File: src/hw/rtl/obbsat_pkg.sv
// ----------------------------------------------------------------------------
// obbsat_pkg
// shared types and helpers for the oriented-box separating axis test core
// ----------------------------------------------------------------------------
`timescale 1ns / 1ps
`default_nettype none

package obbsat_pkg;

    localparam int COMP_BITS = 16;
    localparam int POS_BITS  = 32;
    localparam int HALF_BITS = 31;
    localparam int AXIS_BITS = 48;
    localparam int NUM_AXES  = 15;

    // item commands
    localparam logic CMD_STORE = 1'b0;
    localparam logic CMD_TEST  = 1'b1;

    typedef struct packed {
        logic [2:0][POS_BITS-1:0]  center;
        logic [2:0][HALF_BITS-1:0] half;
        logic [2:0][AXIS_BITS-1:0] axes;
    } box_t;

    // one queued test: reference box captured at push time plus the tested box
    typedef struct packed {
        box_t ref_box;
        box_t tst_box;
    } pair_t;

    typedef struct packed {
        logic  valid;
        pair_t pair;
    } queue_head_t;

    typedef struct packed {
        logic [1:0] count;
    } front_status_t;

    function automatic logic signed [COMP_BITS-1:0] comp(
        input logic [AXIS_BITS-1:0] ax,
        input int                   k
    );
        comp = $signed(ax[COMP_BITS*k +: COMP_BITS]);
    endfunction

endpackage

`default_nettype wire

File: src/hw/rtl/obbsat_front.sv
// ----------------------------------------------------------------------------
// obbsat_front
// accepts items, keeps the reference box, queues test items for the back end
// ----------------------------------------------------------------------------
`timescale 1ns / 1ps
`default_nettype none

module obbsat_front (
    input  wire logic                                      clk,
    input  wire logic                                      rst_n,
    input  wire logic                                      in_valid,
    output logic                                           in_stall,
    input  wire logic                                      cmd,
    input  wire logic [2:0][obbsat_pkg::POS_BITS-1:0]      center,
    input  wire logic [2:0][obbsat_pkg::HALF_BITS-1:0]     half,
    input  wire logic [2:0][obbsat_pkg::AXIS_BITS-1:0]     axes,
    output obbsat_pkg::queue_head_t                        head,
    input  wire logic                                      pop,
    output obbsat_pkg::front_status_t                      status
);

    obbsat_pkg::box_t  ref_reg;
    obbsat_pkg::box_t  in_box;
    obbsat_pkg::pair_t entry_reg [2];
    logic              rd_ptr_reg;
    logic              wr_ptr_reg;
    logic [1:0]        count_reg;
    logic [1:0]        count_next;
    logic              accept;
    logic              push;
    logic              do_pop;

    assign in_box.center = center;
    assign in_box.half   = half;
    assign in_box.axes   = axes;

    assign in_stall = (count_reg == 2'd2);
    assign accept   = in_valid && !in_stall;
    assign push     = accept && (cmd == obbsat_pkg::CMD_TEST);
    assign do_pop   = pop && (count_reg != 2'd0);

    assign head.valid = (count_reg != 2'd0);
    assign head.pair  = entry_reg[rd_ptr_reg];
    assign status.count = count_reg;

    always_comb
    begin
        count_next = count_reg;
        if (push && !do_pop)
        begin
            count_next = count_reg + 2'd1;
        end
        else if (!push && do_pop)
        begin
            count_next = count_reg - 2'd1;
        end
    end

    always_ff @(posedge clk or negedge rst_n)
    begin
        if (!rst_n)
        begin
            ref_reg    <= '0;
            rd_ptr_reg <= 1'b0;
            wr_ptr_reg <= 1'b0;
            count_reg  <= 2'd0;
        end
        else
        begin
            if (accept && (cmd == obbsat_pkg::CMD_STORE))
            begin
                ref_reg <= in_box;
            end
            if (push)
            begin
                wr_ptr_reg <= !wr_ptr_reg;
            end
            if (do_pop)
            begin
                rd_ptr_reg <= !rd_ptr_reg;
            end
            count_reg <= count_next;
        end
    end

    always_ff @(posedge clk)
    begin
        if (push)
        begin
            entry_reg[wr_ptr_reg].ref_box <= ref_reg;
            entry_reg[wr_ptr_reg].tst_box <= in_box;
        end
    end

endmodule

`default_nettype wire

File: config.mk
export PLATFORM = sky130hd
export DESIGN_NAME = obbsat_front
export DESIGN_NICKNAME = d
export VERILOG_FILES = /design/src/hw/rtl/obbsat_pkg.sv /design/src/hw/rtl/obbsat_front.sv
export SDC_FILE = /design/constraint.sdc
export NUM_CORES = 1
export LEC_CHECK = 0
export BUFFER_PORTS_ARGS = -buffer_cell sky130_fd_sc_hd__buf_2
export CORE_ASPECT_RATIO = 1.1
export CORE_UTILIZATION = 25
export CTS_CLUSTER_SIZE = 16
export DETAILED_ROUTE_END_ITERATION = 16
export PLACE_DENSITY_LB_ADDON = 0.05
export SKIP_CTS_REPAIR_TIMING = 1
export SYNTH_ARGS = -nofsm -noshare
export SYNTH_HDL_FRONTEND = slang
export SYNTH_SLANG_ARGS = --single-unit
File: constraint.sdc
create_clock -name clk -period 79 [get_ports clk]
set_input_delay 0 -clock clk [delete_from_list [all_inputs] [get_ports clk]]
set_output_delay 0 -clock clk [all_outputs]
set_load 0.01 [all_outputs]
==> results by group <==
Run status
  – Status: complete, no violations

CTS
  – H-tree depth: 4
  – CTS root buf: clkbuf_16
  – Clk pin slew, worst setup/hold paths: around 0.06 ns
  – Longest Clk Path Bufs: 3
  – Clock buffer count from CTS: 192
  – # clock sinks: 1669
  – TritonCTS clock tree: built
  – Worst-Skew Late Latency: 0.82 ns

STA
  – Worst slew pin tran: 1.26 ns
  – Fin crit period: 5.78 ns
  – Max Fclk: 173 MHz
  – Fin worst setup slack: around 73 ns
  – Unrepaired setup endpoints after global routing: no
  – Final hold vios: 0
  – Crit share post-route: under 10%
  – Slew Limit Headroom: 16.2%
  – Setup TNS: 0 ns
  – Worst hold margin: between 0.03 and 0.04 ns
  – Setup Skew: 0.0509 ns
  – Slew Limit Fails: 0
  – Setup violators final: 0

Synthesis
  – Simple logic cell fraction of the synthesized area: less than 1%
  – Yosys reg bits: ~1700
  – Synthesized area per cell: 21.7 um2
  – Post-synthesis adder-cell area fraction: 0.0206%
  – Combinational family with the most area after synthesis: multiplexers
  – Post-synth cell types: 20
  – Syn. warnings: 0
  – Seq/Total Area, Yosys: 79.9%
  – Area leader, netlist: edfxtp_1
  – Cell Area, Synth: 60600 um2
  – Post-synth top area share: 66.0%
  – Syn Nets: 3133
  – Xor/xnor cell area share of the yosys netlist: less than 1%
  – Synth top area cells: edfxtp_1, mux2_2, dfrtp_1
  – Post-synthesis mux area share: 18.6%
  – Synth Area in Compound Gates: 0%
  – Mapped Cells: 2794

Finish
  – Fin util: 34.2%
  – Largest register FFs: 1332
  – Design area: 82300 um2
  – # nets final: 4949
  – Layout Cells excl Fill: 7947
  – Share of cells above drive strength 1: 44.6%
  – Synthesis-to-finish area growth: 35.8%

Critical path
  – Worst Path Buf+Inv: 6
  – Setup crit start kind: flop
  – CP max FO: 61
  – Most used cell, CP: buf_4
  – Worst R2R Path Depth: 8
  – WP data required: 79.44 ns
  – Critical-path top delay cell: buf_4
  – Critical-path cell list: nor2b_4 > nor3_2 > buf_4 > buf_4 > buf_4 > buf_4 > buf_4 > buf_4
  – Worst path arrival time: slightly above 6 ns
  – CP Capture Type: flop
  – CP delay by family, top: buffers and inverters
  – WS Path Type: flop to flop
  – CP Depth: 8
  – Largest stage delay, worst path: between 0.8 and 0.9 ns

Global route
  – Largest net degree at the start of global routing: 128
  – GR Overflow Total: 0
  – GRT Util Overall: roughly 14%
  – Vias in the first global route: 31800
  – Global-route wire length before repair: 248000 um
  – Initial antenna violation count: 49

Routing
  – Vias per inst: 4.06
  – Via count: 32300
  – Pre-Repair DR Iteration Count: 5
  – Routed len/inst: 22.7 um
  – Drc violations: 0
  – DRT antenna net count: 0
  – Initial drt markers: 1416
  – Final WL: 181000 um

Worst hold path
  – Worst min path class: input port to flop
  – Worst hold stages: 2

Floorplanning
  – Die H: between 500 and 600 um
  – Die width: 472 um
  – Core ar.: 241000 um2
  – I/O Pins: 1008
  – Die area: 244000 um2
  – Site Rows: 189
  – Starting density of the core: 25.2%

Pwr
  – LEAKAGE: 30.2 nW
  – Max VDD drop: ~0.000028 V
  – Final Power: 2.87 mW
  – Power density cells: 34.9 nW/um2

Placement
  – IO buf count: 1007
  – DP Wirelength: 117000 um
  – GPL Wtd Cong: 0.738
  – Inst Count DP: a little under 7000
  – Placed cell areas: between 60000 and 70000 um2
  – Pre-CTS setup slack: 72.86 ns

Run
  – Max-Cap Viols: 0
cell usage in the layout, fill, tap and decap left out, types with 3 or more instances in the layout:
cell           synthesis  routed
buf_12                 1       7
buf_2                 67    1006
buf_4                  6      36
bufinv_16              0       4
clkbuf_1               7      64
clkbuf_16              0     195
clkbuf_8               0      38
clkinv_1               0      17
clkinv_16              0       4
clkinv_2               0      33
dfrtp_1              337     336
diode_2                0      15
dlygate4sd3_1          0     682
edfxtp_1            1332    1332
inv_6                  0       5
mux2_1               210     210
mux2_2               789     789
xor2_1                 3       3
synth_stat cells:
cell type	number
xor2_1	3
mux2_2	789
buf_4	6
nand2_1	2
edfxtp_1	1332
xnor2_1	2
nor2_1	2
nor2b_4	1
buf_8	18
ha_1	1
buf_6	12
mux2_1	210
buf_2	67
and2_1	1
buf_12	1
nor3b_2	1
dfrtp_1	337
clkbuf_1	7
or2_2	1
nor3_1	1
area by class of cell:
class	count	area [um2]
clock inverters	68	584
well taps	3151	3940
clock buffers	297	5640
multi-input cells	1014	11400
flip-flops and latches	1669	48400
diodes	15	37.5
repair buffers	1733	12300
fillers	23300	159000
worst paths after layout:
path                                               start                     endpoint  slack (ns)
worst min register to register  ref_reg[212]$_DFFE_PN0P_  entry_reg[1][545]$_DFFE_PP_        0.42
min in group asynchronous                          rst_n     ref_reg[112]$_DFFE_PN0P_        0.37
max in group asynchronous                          rst_n      ref_reg[30]$_DFFE_PN0P_       76.23
worst max register to register     status[1]$_DFFE_PN0P_  entry_reg[0][154]$_DFFE_PP_       73.22
worst max-delay path               status[1]$_DFFE_PN0P_  entry_reg[0][154]$_DFFE_PP_       73.22
worst min-delay path                            half[35]  entry_reg[1][179]$_DFFE_PP_        0.03
layer usage:
layer,track usage [%],share of wire (%),routed length (um),vias up
met5,0,0.11,200,-
met4,5.02,3.2,5710,34
met3,6.80,8.6,15600,285
met2,23.1,48,85900,905
met1,16.2,41,73400,16500
li1,-,-,-,14600
power breakdown:
| group | total, mW | leakage [nW] | internal (mW) | switching (mW) |
|---|---|---|---|---|
| combinational | 0.734 | 11.1 | 0.319 | 0.415 |
| sequential | 1.27 | 16.1 | 1.19 | 0.0790 |
| clock | 0.869 | 3.06 | 0.505 | 0.363 |
| total | 2.87 | 30.2 | 2.01 | 0.857 |
cells by family (layout without fill, tap and decap cells):
group	count (synthesis)	after routing
buffers and inverters	111	2098
other	0	15
and+or+nand+nor	9	9
DFF	1669	1669
xor gates and xnor gates	5	5
adders and majority gates	1	1
muxes	999	999
Power figures use the tool's default switching activity.
